File: config.mk
export PLATFORM = sky130hd
export DESIGN_NAME = nearest_palette_color
export DESIGN_NICKNAME = d
export VERILOG_FILES = /design/src/hw/rtl/npc_pkg.sv /design/src/hw/rtl/npc_palette_mem.sv /design/src/hw/rtl/npc_dist_unit.sv /design/src/hw/rtl/nearest_palette_color.sv
export SDC_FILE = /design/constraint.sdc
export NUM_CORES = 2
export LEC_CHECK = 0
export BUFFER_PORTS_ARGS = -buffer_cell sky130_fd_sc_hd__buf_2
export CAP_MARGIN = 0
export CORE_UTILIZATION = 30
export CTS_BUF_LIST = sky130_fd_sc_hd__clkbuf_4 sky130_fd_sc_hd__clkbuf_8 sky130_fd_sc_hd__clkbuf_16
export CTS_CLUSTER_DIAMETER = 60
export CTS_CLUSTER_SIZE = 40
export DETAILED_ROUTE_END_ITERATION = 16
export MAX_ROUTING_LAYER = met4
export PLACE_DENSITY = 0.49
export SLEW_MARGIN = 20
export SYNTH_ARGS = -nofsm -noshare
export SYNTH_HDL_FRONTEND = slang
export SYNTH_SLANG_ARGS = --single-unit
File: constraint.sdc
create_clock -name clk -period 7.3 [get_ports clk]
set_input_delay 0.365 -clock clk [delete_from_list [all_inputs] [get_ports clk]]
set_output_delay 0.365 -clock clk [all_outputs]
set_load 0.01 [all_outputs]
File: src/hw/rtl/npc_pkg.sv
`default_nettype none

package npc_pkg;

  localparam int DIST_W = 18;
  localparam logic [DIST_W-1:0] DIST_MAX = 18'd195075;
  localparam logic [DIST_W-1:0] DIST_INIT = '1;

  localparam logic KIND_LOAD  = 1'b0;
  localparam logic KIND_PIXEL = 1'b1;

  typedef struct packed {
    logic vld;
    logic last;
  } tag_t;

endpackage

`default_nettype wire

File: src/hw/rtl/npc_palette_mem.sv
`default_nettype none

module npc_palette_mem #(
  parameter int DEPTH = 64,
  parameter int AW    = 6
) (
  input  wire logic          clk,
  input  wire logic          we,
  input  wire logic [AW-1:0] waddr,
  input  wire logic [23:0]   wdata,
  input  wire logic [AW-1:0] raddr,
  output logic      [23:0]   rdata_r
);

  logic [23:0] mem [DEPTH];

  always_ff @(posedge clk) begin
    if (we) begin
      mem[waddr] <= wdata;
    end
    rdata_r <= mem[raddr];
  end

endmodule

`default_nettype wire

File: src/hw/rtl/npc_dist_unit.sv
`default_nettype none

module npc_dist_unit #(
  parameter int IDX_W = 6
) (
  input  wire logic                       clk,
  input  wire logic                       rst_n,
  input  wire logic [7:0]                 px_red,
  input  wire logic [7:0]                 px_green,
  input  wire logic [7:0]                 px_blue,
  input  wire logic [23:0]                color,
  input  wire logic [IDX_W-1:0]           idx,
  input  wire npc_pkg::tag_t              tag,
  output npc_pkg::tag_t                   tag_b_r,
  output logic      [IDX_W-1:0]           idx_b_r,
  output logic      [23:0]                color_b_r,
  output logic      [npc_pkg::DIST_W-1:0] dist_b_r
);

  npc_pkg::tag_t    tag_a_r;
  logic [IDX_W-1:0] idx_a_r;
  logic [23:0]      color_a_r;
  logic [15:0]      sq_r_r, sq_g_r, sq_b_r;
  logic [7:0]       d_r, d_g, d_b;

  assign d_r = (px_red   > color[23:16]) ? px_red   - color[23:16] : color[23:16] - px_red;
  assign d_g = (px_green > color[15:8])  ? px_green - color[15:8]  : color[15:8]  - px_green;
  assign d_b = (px_blue  > color[7:0])   ? px_blue  - color[7:0]   : color[7:0]   - px_blue;

  always_ff @(posedge clk) begin
    if (!rst_n) begin
      tag_a_r <= '0;
      tag_b_r <= '0;
    end else begin
      tag_a_r <= tag;
      tag_b_r <= tag_a_r;
    end
    idx_a_r   <= idx;
    color_a_r <= color;
    sq_r_r    <= 16'(d_r) * 16'(d_r);
    sq_g_r    <= 16'(d_g) * 16'(d_g);
    sq_b_r    <= 16'(d_b) * 16'(d_b);
    idx_b_r   <= idx_a_r;
    color_b_r <= color_a_r;
    dist_b_r  <= npc_pkg::DIST_W'(sq_r_r) + npc_pkg::DIST_W'(sq_g_r)
               + npc_pkg::DIST_W'(sq_b_r);
  end

endmodule

`default_nettype wire

File: src/hw/rtl/nearest_palette_color.sv
// Load words produce no output word.
// A pixel word searches entries 0 to N-1 one per cycle, where N is palette_size
// clamped to 1..PALETTE_DEPTH.
// One pixel is in flight at a time; no word is accepted until its result is registered.
// Synchronous active-low reset sets palette_size to 64 and empties the pipeline;
// palette contents are not cleared and must be loaded before use.
`default_nettype none

module nearest_palette_color #(
  parameter int PALETTE_DEPTH = 64
) (
  input  wire logic        clk,
  input  wire logic        rst_n,
  input  wire logic        in_tvalid,
  output logic             in_tready,
  // entry_index[5:0], red[13:6], green[21:14], blue[29:22]
  input  wire logic [31:0] in_tdata,
  // kind[0]
  input  wire logic [0:0]  in_tuser,
  output logic             out_tvalid,
  input  wire logic        out_tready,
  // out_red[7:0], out_green[15:8], out_blue[23:16], match_index[29:24]
  output logic      [31:0] out_tdata,
  input  wire logic        cfg_tvalid,
  output logic             cfg_tready,
  // palette_size[6:0]
  input  wire logic [7:0]  cfg_tdata
);

  localparam int IDX_W = (PALETTE_DEPTH > 1) ? $clog2(PALETTE_DEPTH) : 1;
  localparam logic [8:0] DEPTH9 = 9'(PALETTE_DEPTH);

  localparam logic [1:0] ST_IDLE   = 2'd0;
  localparam logic [1:0] ST_SEARCH = 2'd1;
  localparam logic [1:0] ST_DRAIN  = 2'd2;
  localparam logic [1:0] ST_RESULT = 2'd3;

  logic [1:0]       state_r, state_nxt;
  logic [6:0]       size_r;
  logic [IDX_W-1:0] addr_r, addr_nxt;
  logic [IDX_W-1:0] last_r;
  logic [7:0]       px_red_r, px_green_r, px_blue_r;
  logic             in_acc, is_pixel, is_load;
  logic [5:0]       in_idx;
  logic [8:0]       lim;

  npc_pkg::tag_t    tag_s, tag_m_r, tag_b;
  logic [IDX_W-1:0] idx_m_r, idx_b;
  logic [23:0]      rdata, color_b;
  logic [npc_pkg::DIST_W-1:0] dist_b;

  logic [npc_pkg::DIST_W-1:0] best_dist_r;
  logic [IDX_W-1:0]           best_idx_r;
  logic [23:0]                best_color_r;

  logic        out_valid_r;
  logic [31:0] out_data_r;
  logic        out_load;

  assign cfg_tready = 1'b1;
  assign in_tready  = (state_r == ST_IDLE);
  assign in_acc     = in_tvalid && in_tready;
  assign is_pixel   = in_acc && (in_tuser[0] == npc_pkg::KIND_PIXEL);
  assign in_idx     = in_tdata[5:0];
  assign is_load    = in_acc && (in_tuser[0] == npc_pkg::KIND_LOAD)
                      && ({3'b000, in_idx} < DEPTH9);

  always_comb begin
    lim = {2'b00, size_r};
    if (lim == 9'd0) begin
      lim = 9'd1;
    end
    if (lim > DEPTH9) begin
      lim = DEPTH9;
    end
  end

  npc_palette_mem #(
    .DEPTH (PALETTE_DEPTH),
    .AW    (IDX_W)
  ) u_mem (
    .clk     (clk),
    .we      (is_load),
    .waddr   (IDX_W'(in_idx)),
    .wdata   ({in_tdata[13:6], in_tdata[21:14], in_tdata[29:22]}),
    .raddr   (addr_r),
    .rdata_r (rdata)
  );

  assign tag_s.vld  = (state_r == ST_SEARCH);
  assign tag_s.last = (addr_r == last_r);

  npc_dist_unit #(
    .IDX_W (IDX_W)
  ) u_dist (
    .clk       (clk),
    .rst_n     (rst_n),
    .px_red    (px_red_r),
    .px_green  (px_green_r),
    .px_blue   (px_blue_r),
    .color     (rdata),
    .idx       (idx_m_r),
    .tag       (tag_m_r),
    .tag_b_r   (tag_b),
    .idx_b_r   (idx_b),
    .color_b_r (color_b),
    .dist_b_r  (dist_b)
  );

  assign out_load = (state_r == ST_RESULT) && (!out_valid_r || out_tready);

  always_comb begin
    state_nxt = state_r;
    addr_nxt  = addr_r;
    unique case (state_r)
      ST_IDLE: begin
        addr_nxt = '0;
        if (is_pixel) begin
          state_nxt = ST_SEARCH;
        end
      end
      ST_SEARCH: begin
        addr_nxt = addr_r + 1'b1;
        if (tag_s.last) begin
          state_nxt = ST_DRAIN;
        end
      end
      ST_DRAIN: begin
        if (tag_b.vld && tag_b.last) begin
          state_nxt = ST_RESULT;
        end
      end
      ST_RESULT: begin
        if (out_load) begin
          state_nxt = ST_IDLE;
        end
      end
      default: state_nxt = ST_IDLE;
    endcase
  end

  always_ff @(posedge clk) begin
    if (!rst_n) begin
      state_r     <= ST_IDLE;
      size_r      <= 7'd64;
      tag_m_r     <= '0;
      out_valid_r <= 1'b0;
    end else begin
      state_r <= state_nxt;
      tag_m_r <= tag_s;
      if (cfg_tvalid && cfg_tready) begin
        size_r <= cfg_tdata[6:0];
      end
      if (out_load) begin
        out_valid_r <= 1'b1;
      end else if (out_tready) begin
        out_valid_r <= 1'b0;
      end
    end
    addr_r  <= addr_nxt;
    idx_m_r <= addr_r;
    if (is_pixel) begin
      px_red_r    <= in_tdata[13:6];
      px_green_r  <= in_tdata[21:14];
      px_blue_r   <= in_tdata[29:22];
      last_r      <= IDX_W'(lim - 9'd1);
      best_dist_r <= npc_pkg::DIST_INIT;
    end else if (tag_b.vld && (dist_b < best_dist_r)) begin
      best_dist_r  <= dist_b;
      best_idx_r   <= idx_b;
      best_color_r <= color_b;
    end
    if (out_load) begin
      out_data_r <= {2'b00, 6'(best_idx_r), best_color_r[7:0], best_color_r[15:8],
                     best_color_r[23:16]};
    end
  end

  assign out_tvalid = out_valid_r;
  assign out_tdata  = out_data_r;

  a_result_after_search: assert property (@(posedge clk) disable iff (!rst_n)
    $rose(out_tvalid) |-> $past(state_r) == ST_RESULT)
    else $error("output word raised without a finished search");

  a_compare_in_search: assert property (@(posedge clk) disable iff (!rst_n)
    tag_b.vld |-> (state_r == ST_SEARCH || state_r == ST_DRAIN))
    else $error("distance result outside a search");

  a_best_found: assert property (@(posedge clk) disable iff (!rst_n)
    state_r == ST_RESULT |-> best_dist_r <= npc_pkg::DIST_MAX)
    else $error("search finished without a candidate");

endmodule

`default_nettype wire

---- Word-level counts from Yosys, hierarchy flattened ----
Memories as Yosys holds them, arrays and structs flattened. A register that Yosys moved wholly into a read port is not among the register bits.
Cells that the tools add are included.
word-level totals
  register bits ........................... 262
  input port bits ......................... 46
  RAM bits ................................ 1,536
  word-level logic and storage cells ...... 85
  latch bits .............................. 0
  output and inout port bits .............. 35
  bits in read-only memories .............. 0
  memories ................................ 1
memories
  name       depth  bits a word  rd ports  clocked after memory_dff  write ports  RTL line               RTL
  u_mem.mem  64     24           1         1                         1            npc_palette_mem.sv:15  logic [23:0] mem [DEPTH];
cells by class
  bitwise operators ....................... 2
  equal/unequal tests ..................... 8
  div/mod/pow operators ................... 0
  reductions and logical operators ........ 14
  mux-type cells .......................... 15
  $add $sub $neg .......................... 10
  multiply operators ...................... 3
  order comparisons ....................... 5
  shifts and indexed selects .............. 0
operators by type and width
  cell                 count
  $mul 8x8->16         3
  $sub 8x8->8          6
  $gt 8x8->1           3
  $mux 8               3
  $add 18x16->18       1
  $lt 18x18->1         1
  $add 16x16->17       1
  $pmux 6 s2           1
  $mux 2               4
  $pmux 2 s4           1
  $gt 7x7->1 const B   1
  $logic_not 7->1      1
  $mux 7               1
  $add 6x1->6 const B  1
  $eq 6x6->1           1
  $logic_and 1x1->1    6
  $mux 6               1
  $ne 2x2->1 const B   3
  $sub 6x1->6 const B  1
  $eq 2x2->1 const B   2
  $mux 1               4
  $reduce_and 4->1     1
  $reduce_bool 2->1    2
  $eq 2x1->1 const B   1
  6 further kinds      7

---- Logic depth before layout (Yosys ltp) ----
  depth in word-level cells ............... 5
  mapped depth ............................ 28
  depth with buffers taken out ............ 27

---- Cells and area by module ----
From an unflattened synthesis, not the netlist that was laid out.
unflattened totals
  cell total of the unflattened synthesis .. 4,034
  area, all modules ....................... 74,560.3 um^2
modules (own cells, without submodules)
  module                 sequential area each (um^2)  cells each  area each (um^2)  instances
  npc_palette_mem        46,604.7                     2,610       59,295.6          1
  npc_dist_unit          2,542.4                      1,120       10,425.0          1
  nearest_palette_color  3,603.5                      304         4,839.6           1

---- Worst setup path after synthesis ----
Ideal clock, no wire load.
  kind .................................... register -> register
  start point ............................. register px_green_r[0]
  end point ............................... register u_dist.sq_g_r[15]
  library setup time ...................... 0.121 ns
  required time ........................... 7.179 ns
  data arrival time ....................... 6.291 ns
  path slack .............................. 0.888 ns
  path buffers ............................ 2
  stages on the path, launching flop included .. 29
  period minus slack after synthesis ...... 6.412 ns
  cell sequence ........................... edfxtp_1 -> inv_1 -> ha_1 -> fa_1 -> inv_1 -> a31oi_1 -> o22ai_1 -> o22a_1 -> buf_2 -> mux2i_1 -> xor2_1 -> buf_2 -> nor2_1 -> inv_1 -> fa_1 -> inv_1 -> fa_1 -> inv_1 -> fa_1 -> fa_1 -> inv_1 -> ha_1 -> or2_2 -> a21oi_1 -> a21oi_1 -> and4_1 -> a2111oi_0 -> a21oi_1 -> xor2_1
on the way
  word-level cells in the longest chain between the ends .. 3
  elaborated cells between the ends (all ways) .. 5
  classes of those cells .................. 2 x add/sub; 1 x mul; 1 x order compare; 1 x mux
RTL lines
  item                                              RTL line                      RTL
  from (decl)                                       nearest_palette_color.sv:42   logic [7:0] px_red_r, px_green_r, px_blue_r;
  from (signal assigned)                            nearest_palette_color.sv:164  px_green_r <= in_tdata[21:14];
  $sub 8x8->8 / $gt 8x8->1 (equally long branches)  npc_dist_unit.sv:27           assign d_g = (px_green > color[15:8]) ? px_green - color[15:8] : color[15:8] - px_green;
  $mux 8 *                                          npc_dist_unit.sv:27
  $mul 8x8->16 *                                    npc_dist_unit.sv:41           sq_g_r <= 16'(d_g) * 16'(d_g);
  to (signal assigned)                              npc_dist_unit.sv:41
  to (decl)                                         npc_dist_unit.sv:23           logic [15:0] sq_r_r, sq_g_r, sq_b_r;
Mark *: on every way between the ends. The rest lies on a longest branch, timed or not.
A chain may end at the register's enable or synchronous reset.

---- Final worst setup path ----
Ends and elaborated chain as after synthesis.

==> metrics.md <==
| Metric | Value |
|---|---|
| Die Height | `499 um` |
| Worst-Margin Slew | `1.09 ns` |
| H-tree depth | `4` |
| Syn Std Cell Area | `74000 um^2` |
| Crit-path max cell delay | `0.49 ns` |
| Worst Setup End Kind | `flip-flop` |
| Final ANT Viol Nets | `0` |
| Total core area | `244000 um^2` |
| Largest net degree at the start of global routing | `109` |
| Post-detail-place hpwl | `107000 um` |
| Worst Path Buf+Inv | `6` |
| Pre-antenna DRT Iters | `6` |
| Post-synthesis sequential area ratio | `71.3%` |
| Post-synth top area share | `66.2%` |
| Later-pin clock latency in the skew report | `0.81 ns` |
| Clk pin slew, worst setup/hold paths | `0.09 ns` |
| GP Congestion | `0.762` |
| Final setup violation count | `0` |
| Crit start category | `flip-flop` |
| Max-cap violations | `0` |
| Status | `completed` |
| Commonest cells post-synth | `edfxtp_1 (1632), mux4_2 (504), inv_1 (208)` |
| Total GRT Usage | `15.1%` |
| IO Port Bufs | `74` |
| Root buffer cell | `clkbuf_16` |
| Skew final | `0.0791 ns` |
| Post-synth EDFFs | `1632` |
| Final wirelength | `182000 um` |
| Worst Path Required | `7.95 ns` |
| Post-CTS setup buffers | `0` |
| Slowest cell on crit path | `fa_1` |
| Synth cell types | `66` |
| Die X | `499 um` |
| Total die area | `249000 um^2` |
| Clk buf depth | `3` |
| Leading area contributor after synthesis | `edfxtp_1` |
| Synth Area per Inst | `20.0 um^2` |
| Worst hold-check path type | `input port to flip-flop` |
| Fraction of layout cells with a size suffix above 1 | `25.4%` |
| WP data arrival | `7.37 ns` |
| Via density | `4.81` |
| RSZ-0062 raised after global routing | `false` |
| Layout area overhead | `13.7%` |
| TritonCTS clock tree | `yes` |
| Final Hold Vio Count | `0` |
| Total gr overflow | `0` |
| Clk sink count | `1819` |
| CTS buffer count | `131` |
| Detailed-route wire length per cell | `25.3 um` |
| First DRT Iteration DRCs | `3118` |
| Crit share post-route | `92.0%` |
| Vias in the first global route | `36200` |
| WP depth | `26` |
| Via count | `34600` |
| Critical path type | `flip-flop to flip-flop` |
| Max Fanout on Critical Path | `9` |
| Initial antenna violation count | `18` |
| Fillers | `22800` |
| Final min period | `6.72 ns` |
| Fmax | `0.149 GHz` |
| Initial Util | `30.3%` |
| Most frequent cell after synthesis | `edfxtp_1` |
| Final net count | `4199` |
| Synthesized netlist cell count | `3691` |
| Ys async rst share | `0%` |
| Remaining DRCs | `0` |
| Synth top area cells | `edfxtp_1 (66%), mux4_2 (15%), dfxtp_1 (5.1%)` |
| Final Max Slew Viols | `0` |
| FF+latch count, synth | `1819` |
| Crit-path leading delay family | `adder cells` |
| Slew HR | `27.5%` |
| Setup TNS | `0 ns` |
| First-pass GRT wire length | `263000 um` |
| I/O pins | `81` |
| Rows | `181` |
| Hold depth | `3` |
| Synth Flop Type | `edfxtp_1` |
| R2R cell count | `26` |
| Ys Warns | `0` |
state kept, by name, indices dropped and copies added, names as in the netlist, 18 cells and up:
signal            flops
u_mem.rdata_r        24
u_mem.mem          1536
best_dist_r          18
out_tdata            30
u_dist.dist_b_r      18
best_color_r         24
u_dist.color_a_r     24
u_dist.color_b_r     24
cells by family after synthesis:
family / Yosys count / share of synthesized area [%]
buf+inv: 354 / 1.94
compound gates: 223 / 1.94
flops: 1819 / 71.3
simple gates: 386 / 2.37
other cells: 2 / 0.0102
mux: 531 / 15.7
fa+ha+maj: 271 / 5.42
xor+xnor: 105 / 1.31
path summary, 6_finish.rpt:
check | start | to | slack [ns]
worst max-delay path | px_green_r[0]$_DFFE_PP_ | u_dist.sq_g_r[15]$_DFF_P_ | 0.58
worst min register to register | u_dist.color_a_r[8]$_DFF_P_ | u_dist.color_b_r[8]$_DFF_P_ | 0.33
worst min-delay path | cfg_tvalid | size_r[4]$_SDFFE_PN0P_ | 0.06
worst max register to register | px_green_r[0]$_DFFE_PP_ | u_dist.sq_g_r[15]$_DFF_P_ | 0.58
cell usage in the layout (no fill, tap or decap), types with 31 or more instances in the layout:
| cell type | netlist | routed |
|---|---|---|
| edfxtp_1 | 1632 | 1632 |
| mux4_2 | 504 | 504 |
| inv_1 | 208 | 208 |
| ha_1 | 189 | 189 |
| dfxtp_1 | 187 | 187 |
| nor2_1 | 206 | 142 |
| clkbuf_16 | 0 | 133 |
| buf_4 | 7 | 104 |
| fa_1 | 82 | 82 |
| a21oi_1 | 77 | 76 |
| xnor2_1 | 69 | 69 |
| nor2_4 | 0 | 64 |
| buf_2 | 42 | 60 |
| nand2_1 | 51 | 51 |
| o21ai_0 | 38 | 38 |
| a21o_1 | 31 | 31 |
per-stage QoR:
stage          worst slack (ns)  instance area [um^2]  std cells  hold WS [ns]  util [%]
5_1_grt                  0.0295                 84100       7196        0.0306      34.5
3_5_place_dp              0.582                 79200       6933         0.312      32.5
2_1_floorplan             0.888                 74000       3692         0.310         -
4_1_cts                   0.524                 84000       7187       0.00256      34.4
6_report                  0.583                 84100       7199        0.0636      34.5
3_3_place_gp              0.515                 79100       6929         0.310      32.4
layer usage:
metal  up-vias  track usage (%)  wire (um)
li1      15000                -          -
met3       187             3.15      10900
met4         0             2.52       2450
met2       783             23.9      87300
met1     18600             20.3      81400
met5         -                -          0
timing repair:
item / 4_1_cts / 5_1_grt
hold buffers: 15 / 0
resized for setup: 0 / 0
setup endpoints to repair: 0 / 0
endpoints found under the hold margin: 25 / 0
layout make-up:
type                       instances  area (um^2)  share of cell area, %
inverter                         214          803                  0.955
timing repair buffer             197         1630                   1.94
clock buffer                     139         3380                   4.02
clock inverter                   100         1230                   1.47
multi-input combinational       1519        20300                   24.1
tap                             3202         4010                   4.76
sequential                      1819        52800                   62.7
antenna                            9         22.5                 0.0268
worst register-to-register path: stages (launching register included):
cell and delay, ns:
edfxtp_1 0.36, inv_1 0.05, ha_1 0.22, fa_1 0.36
inv_1 0.10, a31oi_1 0.13, o22ai_1 0.18, o22a_1 0.41
mux2i_1 0.33, xor2_2 0.40, or2_1 0.21, inv_1 0.07
fa_1 0.46, fa_1 0.49, inv_1 0.05, fa_1 0.45
fa_1 0.49, inv_1 0.04, ha_1 0.31, or2_2 0.32
a21oi_1 0.14, a21oi_1 0.07, and4_1 0.20, a2111oi_0 0.34
buf_4 0.19, a21oi_1 0.07, xor2_1 0.16
Power is not shown: default switching activity piles up to over one toggle a cycle in this logic, so the estimate is an artifact.
